--- src/ntp_pkg.sv ---
// ntp_pkg: shared widths, field types and codes for the timestamp pairer.
// Used by every module of the block; depends on nothing.
`timescale 1ns / 1ps

package ntp_pkg;

    localparam int TIME_W     = 27;
    localparam int HANDLE_W   = 16;
    localparam int S_DATA_W   = 72;
    localparam int S_USER_W   = 1;
    localparam int M_DATA_W   = 120;
    localparam int M_USER_W   = 2;

    // kind of an incoming item
    localparam logic FUNC_FRAME = 1'b0;
    localparam logic FUNC_POSE  = 1'b1;

    typedef logic [TIME_W-1:0]   time_t;
    typedef logic [HANDLE_W-1:0] handle_t;

    typedef struct packed {
        logic    func;
        time_t   stamp_ms;
        time_t   camera_ms;
        handle_t handle;
    } in_item_t;

    typedef struct packed {
        time_t   ms;
        time_t   camera_ms;
        handle_t handle;
    } frame_entry_t;

    typedef struct packed {
        time_t   ms;
        handle_t handle;
    } pose_entry_t;

    typedef struct packed {
        logic    paired;
        time_t   frame_ms;
        time_t   frame_camera_ms;
        handle_t frame_handle;
        time_t   pose_ms;
        handle_t pose_handle;
        logic    overflowed;
    } result_t;

endpackage

--- src/ntp_in_queue.sv ---
// ntp_in_queue: front end; takes input items off the stream port, unpacks
// and tags them, and holds up to two of them for the matcher. Uses ntp_pkg.
`timescale 1ns / 1ps

module ntp_in_queue
    import ntp_pkg::*;
(
    input  logic                aclk,
    input  logic                aresetn,
    input  logic                s_tvalid,
    output logic                s_tready,
    input  logic [S_DATA_W-1:0] s_tdata,
    input  logic [S_USER_W-1:0] s_tuser,
    output logic                q_valid,
    input  logic                q_ready,
    output in_item_t            q_item
);

    in_item_t   entry_reg [2];
    logic       wr_ptr_reg, wr_ptr_next;
    logic       rd_ptr_reg, rd_ptr_next;
    logic [1:0] cnt_reg, cnt_next;
    in_item_t   item_in;
    logic       push, pop;

    always_comb begin
        item_in.func      = s_tuser[0];
        item_in.stamp_ms  = s_tdata[TIME_W-1:0];
        item_in.camera_ms = s_tdata[2*TIME_W-1:TIME_W];
        item_in.handle    = s_tdata[2*TIME_W+HANDLE_W-1:2*TIME_W];
    end

    assign s_tready = (cnt_reg != 2'd2);
    assign q_valid  = (cnt_reg != 2'd0);
    assign q_item   = entry_reg[rd_ptr_reg];
    assign push     = s_tvalid && s_tready;
    assign pop      = q_valid && q_ready;

    always_comb begin
        wr_ptr_next = push ? ~wr_ptr_reg : wr_ptr_reg;
        rd_ptr_next = pop ? ~rd_ptr_reg : rd_ptr_reg;
        cnt_next    = cnt_reg;
        if (push && !pop) begin
            cnt_next = cnt_reg + 2'd1;
        end else if (pop && !push) begin
            cnt_next = cnt_reg - 2'd1;
        end
    end

    always_ff @(posedge aclk) begin
        if (!aresetn) begin
            wr_ptr_reg <= 1'b0;
            rd_ptr_reg <= 1'b0;
            cnt_reg    <= 2'd0;
        end else begin
            wr_ptr_reg <= wr_ptr_next;
            rd_ptr_reg <= rd_ptr_next;
            cnt_reg    <= cnt_next;
        end
    end

    always_ff @(posedge aclk) begin
        if (push) begin
            entry_reg[wr_ptr_reg] <= item_in;
        end
    end

endmodule

--- src/ntp_matcher.sv ---
// ntp_matcher: back end; appends items to the frame and pose ring buffers,
// walks them for the nearest pair, drops consumed entries and holds the
// result in an output register. Uses ntp_pkg.
`timescale 1ns / 1ps

module ntp_matcher
    import ntp_pkg::*;
#(
    parameter int FIFO_DEPTH = 16
) (
    input  logic     aclk,
    input  logic     aresetn,
    input  logic     q_valid,
    output logic     q_ready,
    input  in_item_t q_item,
    output logic     r_valid,
    input  logic     r_ready,
    output result_t  r_data
);

    localparam int AW = (FIFO_DEPTH > 1) ? $clog2(FIFO_DEPTH) : 1;
    localparam int CW = $clog2(FIFO_DEPTH + 1);
    localparam logic [CW-1:0] DEPTH_C = CW'(FIFO_DEPTH);
    localparam logic [CW-1:0] ONE_C   = CW'(1);

    localparam logic [2:0] ST_IDLE   = 3'd0;
    localparam logic [2:0] ST_APPEND = 3'd1;
    localparam logic [2:0] ST_START  = 3'd2;
    localparam logic [2:0] ST_RD     = 3'd3;
    localparam logic [2:0] ST_CMP    = 3'd4;
    localparam logic [2:0] ST_PAIR   = 3'd5;
    localparam logic [2:0] ST_EMIT   = 3'd6;

    // ring index of entry off past head
    function automatic logic [AW-1:0] wrap_idx(input logic [AW-1:0] base,
                                               input logic [CW-1:0] off);
        logic [CW:0] s;
        s = (CW+1)'(base) + (CW+1)'(off);
        if (s >= (CW+1)'(FIFO_DEPTH)) begin
            s = s - (CW+1)'(FIFO_DEPTH);
        end
        return s[AW-1:0];
    endfunction

    frame_entry_t f_mem [FIFO_DEPTH];
    pose_entry_t  p_mem [FIFO_DEPTH];
    frame_entry_t f_rd_reg;
    pose_entry_t  p_rd_reg;

    logic [2:0]    state_reg, state_next;
    in_item_t      item_reg, item_next;
    logic          ovf_reg, ovf_next;
    logic [AW-1:0] f_head_reg, f_head_next, p_head_reg, p_head_next;
    logic [CW-1:0] f_cnt_reg, f_cnt_next, p_cnt_reg, p_cnt_next;
    logic [CW-1:0] i_reg, i_next, j_reg, j_next;
    logic          have_reg, have_next;
    time_t         dmag_reg, dmag_next;
    logic          dpos_reg, dpos_next;
    logic          fetch_reg, fetch_next;
    logic [CW-1:0] drop_f_reg, drop_f_next, drop_p_reg, drop_p_next;
    result_t       res_reg, res_next;
    result_t       out_reg, out_next;
    logic          out_valid_reg, out_valid_next;

    logic          p_gt, eq, keep;
    time_t         mag_d;
    logic [CW-1:0] i_inc, j_inc;
    logic [AW-1:0] f_wr_addr, p_wr_addr, f_rd_addr, p_rd_addr;

    assign q_ready = (state_reg == ST_IDLE);
    assign r_valid = out_valid_reg;
    assign r_data  = out_reg;

    assign f_wr_addr = wrap_idx(f_head_reg, f_cnt_reg);
    assign p_wr_addr = wrap_idx(p_head_reg, p_cnt_reg);
    assign f_rd_addr = wrap_idx(f_head_reg, i_reg);
    assign p_rd_addr = wrap_idx(p_head_reg, j_reg);

    assign p_gt  = p_rd_reg.ms > f_rd_reg.ms;
    assign eq    = p_rd_reg.ms == f_rd_reg.ms;
    assign mag_d = p_gt ? (p_rd_reg.ms - f_rd_reg.ms) : (f_rd_reg.ms - p_rd_reg.ms);
    assign keep  = !have_reg || (mag_d < dmag_reg);
    assign i_inc = i_reg + ONE_C;
    assign j_inc = j_reg + ONE_C;

    always_comb begin
        state_next     = state_reg;
        item_next      = item_reg;
        ovf_next       = ovf_reg;
        f_head_next    = f_head_reg;
        p_head_next    = p_head_reg;
        f_cnt_next     = f_cnt_reg;
        p_cnt_next     = p_cnt_reg;
        i_next         = i_reg;
        j_next         = j_reg;
        have_next      = have_reg;
        dmag_next      = dmag_reg;
        dpos_next      = dpos_reg;
        fetch_next     = fetch_reg;
        drop_f_next    = drop_f_reg;
        drop_p_next    = drop_p_reg;
        res_next       = res_reg;
        out_next       = out_reg;
        out_valid_next = out_valid_reg && !r_ready;

        case (state_reg)
            ST_IDLE: begin
                if (q_valid) begin
                    item_next  = q_item;
                    ovf_next   = 1'b0;
                    state_next = ST_APPEND;
                end
            end
            ST_APPEND: begin
                // full ring: the new entry overwrites the oldest one
                if (item_reg.func == FUNC_FRAME) begin
                    if (f_cnt_reg == DEPTH_C) begin
                        f_head_next = wrap_idx(f_head_reg, ONE_C);
                        ovf_next    = 1'b1;
                    end else begin
                        f_cnt_next = f_cnt_reg + ONE_C;
                    end
                end else begin
                    if (p_cnt_reg == DEPTH_C) begin
                        p_head_next = wrap_idx(p_head_reg, ONE_C);
                        ovf_next    = 1'b1;
                    end else begin
                        p_cnt_next = p_cnt_reg + ONE_C;
                    end
                end
                state_next = ST_START;
            end
            ST_START: begin
                i_next     = '0;
                j_next     = '0;
                have_next  = 1'b0;
                fetch_next = 1'b0;
                if (f_cnt_reg == '0 || p_cnt_reg == '0) begin
                    res_next            = '0;
                    res_next.overflowed = ovf_reg;
                    drop_f_next         = '0;
                    drop_p_next         = '0;
                    state_next          = ST_EMIT;
                end else begin
                    state_next = ST_RD;
                end
            end
            ST_RD: begin
                state_next = fetch_reg ? ST_PAIR : ST_CMP;
            end
            ST_CMP: begin
                if (eq) begin
                    state_next = ST_PAIR;
                end else if (keep) begin
                    have_next = 1'b1;
                    dmag_next = mag_d;
                    dpos_next = p_gt;
                    if (p_gt) begin
                        i_next = i_inc;
                    end else begin
                        j_next = j_inc;
                    end
                    if ((p_gt && i_inc == f_cnt_reg) || (!p_gt && j_inc == p_cnt_reg)) begin
                        // ran off one ring: keep its newest entry and the
                        // other ring from the current index, no pair
                        drop_f_next         = i_reg;
                        drop_p_next         = j_reg;
                        res_next            = '0;
                        res_next.overflowed = ovf_reg;
                        state_next          = ST_EMIT;
                    end else begin
                        state_next = ST_RD;
                    end
                end else begin
                    // difference did not shrink: step back the index that moved last
                    if (dpos_reg) begin
                        i_next = i_reg - ONE_C;
                    end else begin
                        j_next = j_reg - ONE_C;
                    end
                    fetch_next = 1'b1;
                    state_next = ST_RD;
                end
            end
            ST_PAIR: begin
                res_next.paired          = 1'b1;
                res_next.frame_ms        = f_rd_reg.ms;
                res_next.frame_camera_ms = f_rd_reg.camera_ms;
                res_next.frame_handle    = f_rd_reg.handle;
                res_next.pose_ms         = p_rd_reg.ms;
                res_next.pose_handle     = p_rd_reg.handle;
                res_next.overflowed      = ovf_reg;
                drop_f_next              = i_inc;
                drop_p_next              = j_inc;
                state_next               = ST_EMIT;
            end
            ST_EMIT: begin
                if (!out_valid_reg || r_ready) begin
                    out_next       = res_reg;
                    out_valid_next = 1'b1;
                    f_head_next    = wrap_idx(f_head_reg, drop_f_reg);
                    p_head_next    = wrap_idx(p_head_reg, drop_p_reg);
                    f_cnt_next     = f_cnt_reg - drop_f_reg;
                    p_cnt_next     = p_cnt_reg - drop_p_reg;
                    state_next     = ST_IDLE;
                end
            end
            default: begin
                state_next = ST_IDLE;
            end
        endcase
    end

    always_ff @(posedge aclk) begin
        if (!aresetn) begin
            state_reg     <= ST_IDLE;
            f_head_reg    <= '0;
            p_head_reg    <= '0;
            f_cnt_reg     <= '0;
            p_cnt_reg     <= '0;
            out_valid_reg <= 1'b0;
        end else begin
            state_reg     <= state_next;
            f_head_reg    <= f_head_next;
            p_head_reg    <= p_head_next;
            f_cnt_reg     <= f_cnt_next;
            p_cnt_reg     <= p_cnt_next;
            out_valid_reg <= out_valid_next;
        end
    end

    always_ff @(posedge aclk) begin
        item_reg   <= item_next;
        ovf_reg    <= ovf_next;
        i_reg      <= i_next;
        j_reg      <= j_next;
        have_reg   <= have_next;
        dmag_reg   <= dmag_next;
        dpos_reg   <= dpos_next;
        fetch_reg  <= fetch_next;
        drop_f_reg <= drop_f_next;
        drop_p_reg <= drop_p_next;
        res_reg    <= res_next;
        out_reg    <= out_next;
    end

    // ring buffers: one write port at the tail, one registered read port
    always_ff @(posedge aclk) begin
        if (state_reg == ST_APPEND && item_reg.func == FUNC_FRAME) begin
            f_mem[f_wr_addr] <= '{ms: item_reg.stamp_ms, camera_ms: item_reg.camera_ms,
                                   handle: item_reg.handle};
        end
        f_rd_reg <= f_mem[f_rd_addr];
    end

    always_ff @(posedge aclk) begin
        if (state_reg == ST_APPEND && item_reg.func == FUNC_POSE) begin
            p_mem[p_wr_addr] <= '{ms: item_reg.stamp_ms, handle: item_reg.handle};
        end
        p_rd_reg <= p_mem[p_rd_addr];
    end

endmodule

--- src/nearest_timestamp_pairer_core.sv ---
// Flow: an accepted item passes ST_APPEND and ST_START, then a walk of S comparisons,
// each through ST_RD and ST_CMP (a refetch through ST_RD after a step back, ST_PAIR on a
// pair), then ST_EMIT into the result register; S <= 2*FIFO_DEPTH-1. With an empty ring
// ST_START goes straight to ST_EMIT. The matcher takes no new item until it has emitted
// the last one; the input queue holds up to two items meanwhile.
// Reset: aresetn, synchronous, active low; clears both rings, queue and output.
`timescale 1ns / 1ps

// Top level: input queue in front, matcher behind it, result register at
// the output. Uses ntp_pkg, ntp_in_queue and ntp_matcher.
module nearest_timestamp_pairer_core
    import ntp_pkg::*;
#(
    parameter int FIFO_DEPTH = 16
) (
    input  logic                aclk,
    input  logic                aresetn,
    input  logic                s_tvalid,
    output logic                s_tready,
    // stamp_ms[26:0], camera_ms[53:27], handle[69:54], zero pad [71:70]
    input  logic [S_DATA_W-1:0] s_tdata,
    // func[0]: 0 scan frame, 1 pose record
    input  logic [S_USER_W-1:0] s_tuser,
    output logic                m_tvalid,
    input  logic                m_tready,
    // frame_ms[26:0], frame_camera_ms[53:27], frame_handle[69:54],
    // pose_ms[96:70], pose_handle[112:97], zero pad [119:113]
    output logic [M_DATA_W-1:0] m_tdata,
    // paired[0], overflowed[1]
    output logic [M_USER_W-1:0] m_tuser
);

    logic     q_valid, q_ready;
    in_item_t q_item;
    result_t  r_data;

    // front: hold up to two items while the matcher walks
    ntp_in_queue u_in_queue (
        .aclk     (aclk),
        .aresetn  (aresetn),
        .s_tvalid (s_tvalid),
        .s_tready (s_tready),
        .s_tdata  (s_tdata),
        .s_tuser  (s_tuser),
        .q_valid  (q_valid),
        .q_ready  (q_ready),
        .q_item   (q_item)
    );

    // back: append, walk, drop, register the result
    ntp_matcher #(
        .FIFO_DEPTH (FIFO_DEPTH)
    ) u_matcher (
        .aclk    (aclk),
        .aresetn (aresetn),
        .q_valid (q_valid),
        .q_ready (q_ready),
        .q_item  (q_item),
        .r_valid (m_tvalid),
        .r_ready (m_tready),
        .r_data  (r_data)
    );

    // pack the result fields, lowest field first
    assign m_tdata = {7'd0, r_data.pose_handle, r_data.pose_ms, r_data.frame_handle,
                      r_data.frame_camera_ms, r_data.frame_ms};
    assign m_tuser = {r_data.overflowed, r_data.paired};

endmodule

--- config.mk ---
export PLATFORM = sky130hd
export DESIGN_NAME = nearest_timestamp_pairer_core
export DESIGN_NICKNAME = d
export VERILOG_FILES = /design/src/ntp_pkg.sv /design/src/ntp_in_queue.sv /design/src/ntp_matcher.sv /design/src/nearest_timestamp_pairer_core.sv
export SDC_FILE = /design/constraint.sdc
export NUM_CORES = 2
export LEC_CHECK = 0
export BUFFER_PORTS_ARGS = -buffer_cell sky130_fd_sc_hd__buf_2
export CELL_PAD_IN_SITES_DETAIL_PLACEMENT = 0
export CELL_PAD_IN_SITES_GLOBAL_PLACEMENT = 1
export CORE_MARGIN = 2
export CORE_UTILIZATION = 35
export DETAILED_ROUTE_END_ITERATION = 16
export PLACE_DENSITY = 0.62
export SYNTH_ARGS = -nofsm -noshare
export SYNTH_HDL_FRONTEND = slang
export SYNTH_SLANG_ARGS = --single-unit
export TNS_END_PERCENT = 20
--- constraint.sdc ---
create_clock -name aclk -period 10.7 [get_ports aclk]
set_input_delay 0 -clock aclk [delete_from_list [all_inputs] [get_ports aclk]]
set_output_delay 0 -clock aclk [all_outputs]
set_load 0.02 [all_outputs]
* Word level (Yosys, flattened, before mapping)
Memory sizes are Yosys's and may differ from the RTL's. A register that Yosys moved wholly into a read port is not among the register bits. Index checks and enable logic that the tools add are counted. Widths: inputs -> output; s select.
Word-level totals: bits in registers 307, bits in writable memories 1950, bits of input ports 77, output and inout bits 124, word-level logic and storage cells 228, memories kept 3
Cells by class: $add $sub $neg 28, $lt $le $gt $ge 10, equal/unequal tests 31, multiplexer cells 78, bitwise operators 4, reduce and logical (&&, ||, !) cells 42
Memories:
- u_matcher.f_mem | words 16, width 70, read ports 1, clocked after Yosys merged registers in 1, write ports 1, line ntp_matcher.sv:45 | frame_entry_t f_mem [FIFO_DEPTH];
- u_matcher.p_mem | words 16, width 43, read ports 1, clocked after Yosys merged registers in 1, write ports 1, line ntp_matcher.sv:46 | pose_entry_t p_mem [FIFO_DEPTH];
- u_in_queue.entry_reg | words 2, width 71, read ports 1, clocked after Yosys merged registers in 1, write ports 1, line ntp_in_queue.sv:19 | in_item_t entry_reg [2];
Operators by type and width (count):
- $mux 115 | 4
- $pmux 115 s3 | 1
- $mux 5 | 21
- $mux 4 | 14
- $sub 27x27->27 | 2
- $pmux 5 s2 | 4
- $add 4x5->6 | 6
- $ge 6x5->1 const B | 6
- $sub 4x1->4 const B | 8
- $pmux 5 s3 | 2
- $reduce_and 4->1 | 7
- $eq 27x27->1 | 1
- $gt 27x27->1 | 1
- $lt 27x27->1 | 1
- $mux 27 | 1
- $pmux 3 s7 | 1
- $add 5x1->5 const B | 4
- $mux 3 | 6
- $mux 1 | 17
- $ne 2x1->1 const B | 8
- $pmux 4 s2 | 2
- $ne 2x2->1 const B | 6
- $add 4x1->5 const B | 2
- $eq 5x5->1 | 2
- other kinds (25) | 66

* Depth between registers and ports, before layout
depth in word-level cells 8, depth in mapped cells 26, depth with buffers taken out 22

* Modules after synthesis
From an unflattened synthesis, not the netlist that was laid out.
Unflattened totals: cells, all modules 4838, area, all modules 93737.4 sq um
By module, submodules not included:
- ntp_matcher | times used 1, cells an instance 4585, area an instance 88317.2 sq um, sequential area each 67564.8 sq um
- ntp_in_queue | times used 1, cells an instance 245, area an instance 5363.9 sq um, sequential area each 4364.2 sq um
- nearest_timestamp_pairer_core | times used 1, cells an instance 8, area an instance 56.3 sq um, sequential area each 0.0 sq um

* Worst setup path before layout
No wires, ideal clock.
kind register to register, start reg, netlist name u_matcher.p_rd_reg[18], end reg u_matcher.drop_f_reg[0], enable pin, arrival time 10.606 ns, required time 10.050 ns, path slack -0.556 ns, stages on the path, launching flop included 26, clock period less this slack 11.256 ns, path through dfxtp_1 -> inv_1 -> ha_1 -> buf_2 -> a21oi_1 -> a21oi_1 -> o31ai_1 -> a211oi_4 -> nor2_2 -> buf_6 -> clkbuf_1 -> o211ai_1 -> a32oi_1 -> o31ai_1 -> xnor2_1 -> ha_1 -> a21o_1 -> a21o_1 -> a21oi_1 -> o21ai_0 -> a221oi_1 -> o21ai_0 -> o21ai_0 -> clkbuf_1 -> a31oi_1 -> a21oi_1
Between the ends: cells in the longest elaborated chain, start to end 6
Ends and longest elaborated chain:
- $sub 27x27->27 / $gt 27x27->1 (equally long branches) | line ntp_matcher.sv:81, ntp_matcher.sv:79
- $mux 27 (*) | line ntp_matcher.sv:81 | assign mag_d = p_gt ? (p_rd_reg.ms - f_rd_reg.ms) : (f_rd_reg.ms - p_rd_reg.ms);
- named net u_matcher.mag_d[16] | line ntp_matcher.sv:66 | time_t mag_d;
- $lt 27x27->1 (*) | line ntp_matcher.sv:82 | assign keep = !have_reg || (mag_d < dmag_reg);
- $logic_or 1x1->1 (*) | line ntp_matcher.sv:82
- $ne 2x1->1 (no source line) (*)
- $reduce_and 5->1 (no source line) (*)
- end signal, assigned | line ntp_matcher.sv:241 | drop_f_reg <= drop_f_next;
- end, declared | line ntp_matcher.sv:60 | logic [CW-1:0] drop_f_reg, drop_f_next, drop_p_reg, drop_p_next;
The timed path passes the listed nets; every way through them passes the cells marked *. A chain may end at the register's enable or synchronous reset.

* Worst setup path in the final report
start reg, netlist name u_matcher.p_rd_reg[30], end reg u_matcher.res_reg[82] (netlist name), enable pin
Between the ends: cells in the longest elaborated chain, start to end 6
Ends and longest elaborated chain:
- $sub 27x27->27 / $gt 27x27->1 (equally long branches) | line ntp_matcher.sv:81, ntp_matcher.sv:79
- $mux 27 (*) | line ntp_matcher.sv:81
- named net u_matcher.mag_d[25] | line ntp_matcher.sv:66
- $lt 27x27->1 (*) | line ntp_matcher.sv:82
- $logic_or 1x1->1 (*) | line ntp_matcher.sv:82
- $ne 2x1->1 (no source line) (*)
- $reduce_and 5->1 (no source line) (*)
- end signal, assigned | line ntp_matcher.sv:243 | res_reg <= res_next;
- end, declared | line ntp_matcher.sv:61 | result_t res_reg, res_next;
Marked as above.

==> out/results.ini <==
[status]
status=complete, no violations

[placement]
place_hpwl_mm=125
placed_area_mm2=0.0992
port-buffer-count=191
gp_congestion=0.813

[cts]
cts_setup_buffers=0
post_cts_resized=0
hold_buffers=145
cts.clk_slew.worst_paths_ns=0.06
cts_tree=done
cts-root-buf=clkbuf_16
h-tree-depth=4
clock_path_buffers=3
cts_buffers=232
cts_sinks=2441
insertion_delay_ns=0.89

[floorplan]
die_h_um=521
row_count=189
core-area_mm2=0.266
io_pins=201
fp.dieW_um=521
initial_core_util=0.352
dieArea_mm2=0.271

[timing]
relSlewSlack=0.135
tightest_slew_ns=1.30
rsz0062_at_grt=no
fmax_ghz=0.135
finalSetupViolCount=0
tns_ns=0
hold_viol=0
slew_viol_final=0
layout_min_cycle_time_ns=7.38
period_share=0.690
worst_clock_skew_ns=0.0890

[synthesis]
ys_top_cells_by_area=edfxtp_1, mux4_2, dfxtp_1
ys_dominant_reg_cell=edfxtp_1
syn_area_per_cell_um2=19.4
synth.yosys.seq_area_share=0.769
synth_top_area_frac=0.739
mappedNetlistArea_mm2=0.0935
synthArstFlopShare=0
yosys.area.top_type=edfxtp_1
ys_types=70
syn_inst=4828
yosys_warnings=0
synth-edff-count=2302
synth_seq_cells=2441

[grt]
grt_pass1_vias=47209
grt_max_degree=141
grt.overflow.total=0
grt_use_total=0.169
antenna_found_initial=12
grt_pass1_wl_mm=335

[critical_path]
crit_type=reg -> reg
timing.rr.end=u_matcher.res_reg[82]
cp-end-kind=register
reg2reg_slack_ns=3.32
startpoint=u_matcher.p_rd_reg[30]
cp.required_ns=11.19
reg2reg_from=u_matcher.p_rd_reg[30]
crit_end=u_matcher.res_reg[82]
crit_path_start_kind=register
path_max_fanout=44
reg2regPathDepth=24
crit_arrival_ns=7.87

[finish]
flow.area_growth_from_synthesis_pct=15.8
layout.nets=5458
largest_reg_flops=1120
fin_area_mm2=0.108
drive_gt1_frac=0.222
final_util=0.408

[routing]
num_vias=46386
antenna_left=0
wl_per_cell_um=25.7
drt_first_pass_iters=7
wl_mm=231
drc=0
drtIter0Drc=4313
routed_via_density=5.15

[worst_hold_path]
hold_path.class=in -> reg

[power]
irDropWorstVdd_uv=259
power.leakage_nw=35.6
powerDensity_mw_per_mm2=275
power_mw=29.8

[flow_run]
maxCapViolations=0

area by class of cell:
| type | instances | area [um^2] |
|---|---|---|
| diodes | 7 | 17.5 |
| clock buffers | 306 | 6250 |
| clock inverters | 138 | 1400 |
| fillers | 23629 | 157000 |
| inverters | 118 | 450 |
| multi-input cells | 2035 | 20600 |
| flip-flops and latches | 2441 | 71900 |
| well taps | 3533 | 4420 |
| repair buffers | 433 | 3200 |
worst max-delay path, stage by stage, from the launching register on:
cell,delay [ns]
dfxtp_1,0.34
inv_1,0.07
ha_1,0.48
nand4_1,0.20
nor3_1,0.27
o31ai_1,0.22
a211oi_4,0.54
nor2_2,0.09
inv_1,0.07
buf_4,0.32
o211ai_1,0.30
a2111oi_4,0.43
and3b_1,0.22
a211oi_2,0.23
ha_1,0.15
nand2_1,0.07
or3_1,0.43
or4_1,0.55
a211oi_1,0.47
o21ai_1,0.14
buf_4,0.24
a31oi_1,0.35
a21oi_4,0.06
buf_4,0.30
buf_4,0.36
power by group:
part,switching (mW),internal [mW]
combinational,4.75,3.12
clock,3.61,4.57
sequential,1.19,12.5
total,9.55,20.2
synth_stat cells (18+ instances only):
library cell,count
nor3_1,70
a21o_1,31
nand3_1,18
a21oi_1,81
xor2_1,37
o21ai_0,40
xnor2_1,37
buf_1,66
dfxtp_1,139
a211oi_1,56
a31oi_1,121
nand2_1,440
mux2i_1,18
clkbuf_1,151
inv_1,118
ha_1,110
mux4_2,452
and2_1,116
and3_1,78
mux2_2,73
edfxtp_1,2302
nor2_1,99
worst min path at each step:
stage	from	to	slack (ns)	depth (start not counted)
2_1_floorplan	s_tdata[54]	u_in_queue.entry_reg[0][0]	0.1	0
4_1_cts	aresetn	u_matcher.p_head_reg[1]	0.08	3
3_3_place_gp	s_tdata[11]	u_in_queue.entry_reg[0][54]	0.19	1
3_5_place_dp	s_tdata[18]	u_in_queue.entry_reg[0][61]	0.19	1
5_1_grt	aresetn	u_matcher.f_head_reg[1]	0.12	3
6_report	aresetn	u_matcher.p_head_reg[1]	0.17	3
stage by stage:
step / hold slack, ns / setup WS (ns) / instances
2_1_floorplan: 0.0989 / 2.25 / 4834
3_3_place_gp: 0.189 / 3.35 / 8415
3_5_place_dp: 0.192 / 3.34 / 8415
4_1_cts: 0.0790 / 3.28 / 9004
5_1_grt: 0.121 / 2.75 / 9006
6_report: 0.166 / 3.32 / 9011
cells by family (layout without fill, tap and decap cells):
| family | after synthesis | count (layout) | share of synthesized area |
|---|---|---|---|
| AOI/OAI and AO/OA | 395 | 395 | 0.0278 |
| muxes | 544 | 544 | 0.120 |
| and+or+nand+nor | 895 | 895 | 0.0448 |
| xor gates and xnor gates | 74 | 74 | 0.00693 |
| DFF | 2441 | 2441 | 0.769 |
| buffers and inverters | 358 | 995 | 0.0149 |
| adders and majority gates | 120 | 120 | 0.0169 |
| other | 1 | 14 | 0.0000401 |
layer usage:
layer / wire length [um] / GRT usage / up-vias / share of wire
li1: - / - / 20081 / -
met1: 105000 / 0.244 / 24684 / 0.46
met2: 109000 / 0.271 / 1332 / 0.47
met3: 13400 / 0.0273 / 285 / 0.058
met4: 3790 / 0.0339 / 4 / 0.016
met5: 31 / 0 / - / 0.00013
placed cells by master, fill, tap and decap left out, types with 31 or more instances in the layout:
| cell | Yosys | final |
|---|---|---|
| a211oi_1 | 56 | 56 |
| nor2_1 | 99 | 65 |
| o21ai_0 | 40 | 39 |
| xnor2_1 | 37 | 33 |
| and2_1 | 116 | 116 |
| mux2_2 | 73 | 73 |
| and3_1 | 78 | 77 |
| ha_1 | 110 | 108 |
| dfxtp_1 | 139 | 138 |
| clkinv_2 | 0 | 38 |
| nor3_1 | 70 | 70 |
| mux4_2 | 452 | 452 |
| edfxtp_1 | 2302 | 2302 |
| buf_2 | 15 | 191 |
| clkinv_1 | 0 | 49 |
| nand2_1 | 440 | 440 |
| xor2_1 | 37 | 34 |
| inv_1 | 118 | 115 |
| buf_4 | 7 | 92 |
| a21o_1 | 31 | 31 |
| nor2_4 | 0 | 34 |
| a21oi_1 | 81 | 80 |
| a31oi_1 | 121 | 119 |
| clkbuf_16 | 0 | 234 |
| clkbuf_1 | 151 | 60 |
| dlygate4sd3_1 | 0 | 145 |
No activity file was read; power rests on OpenSTA's default activity.
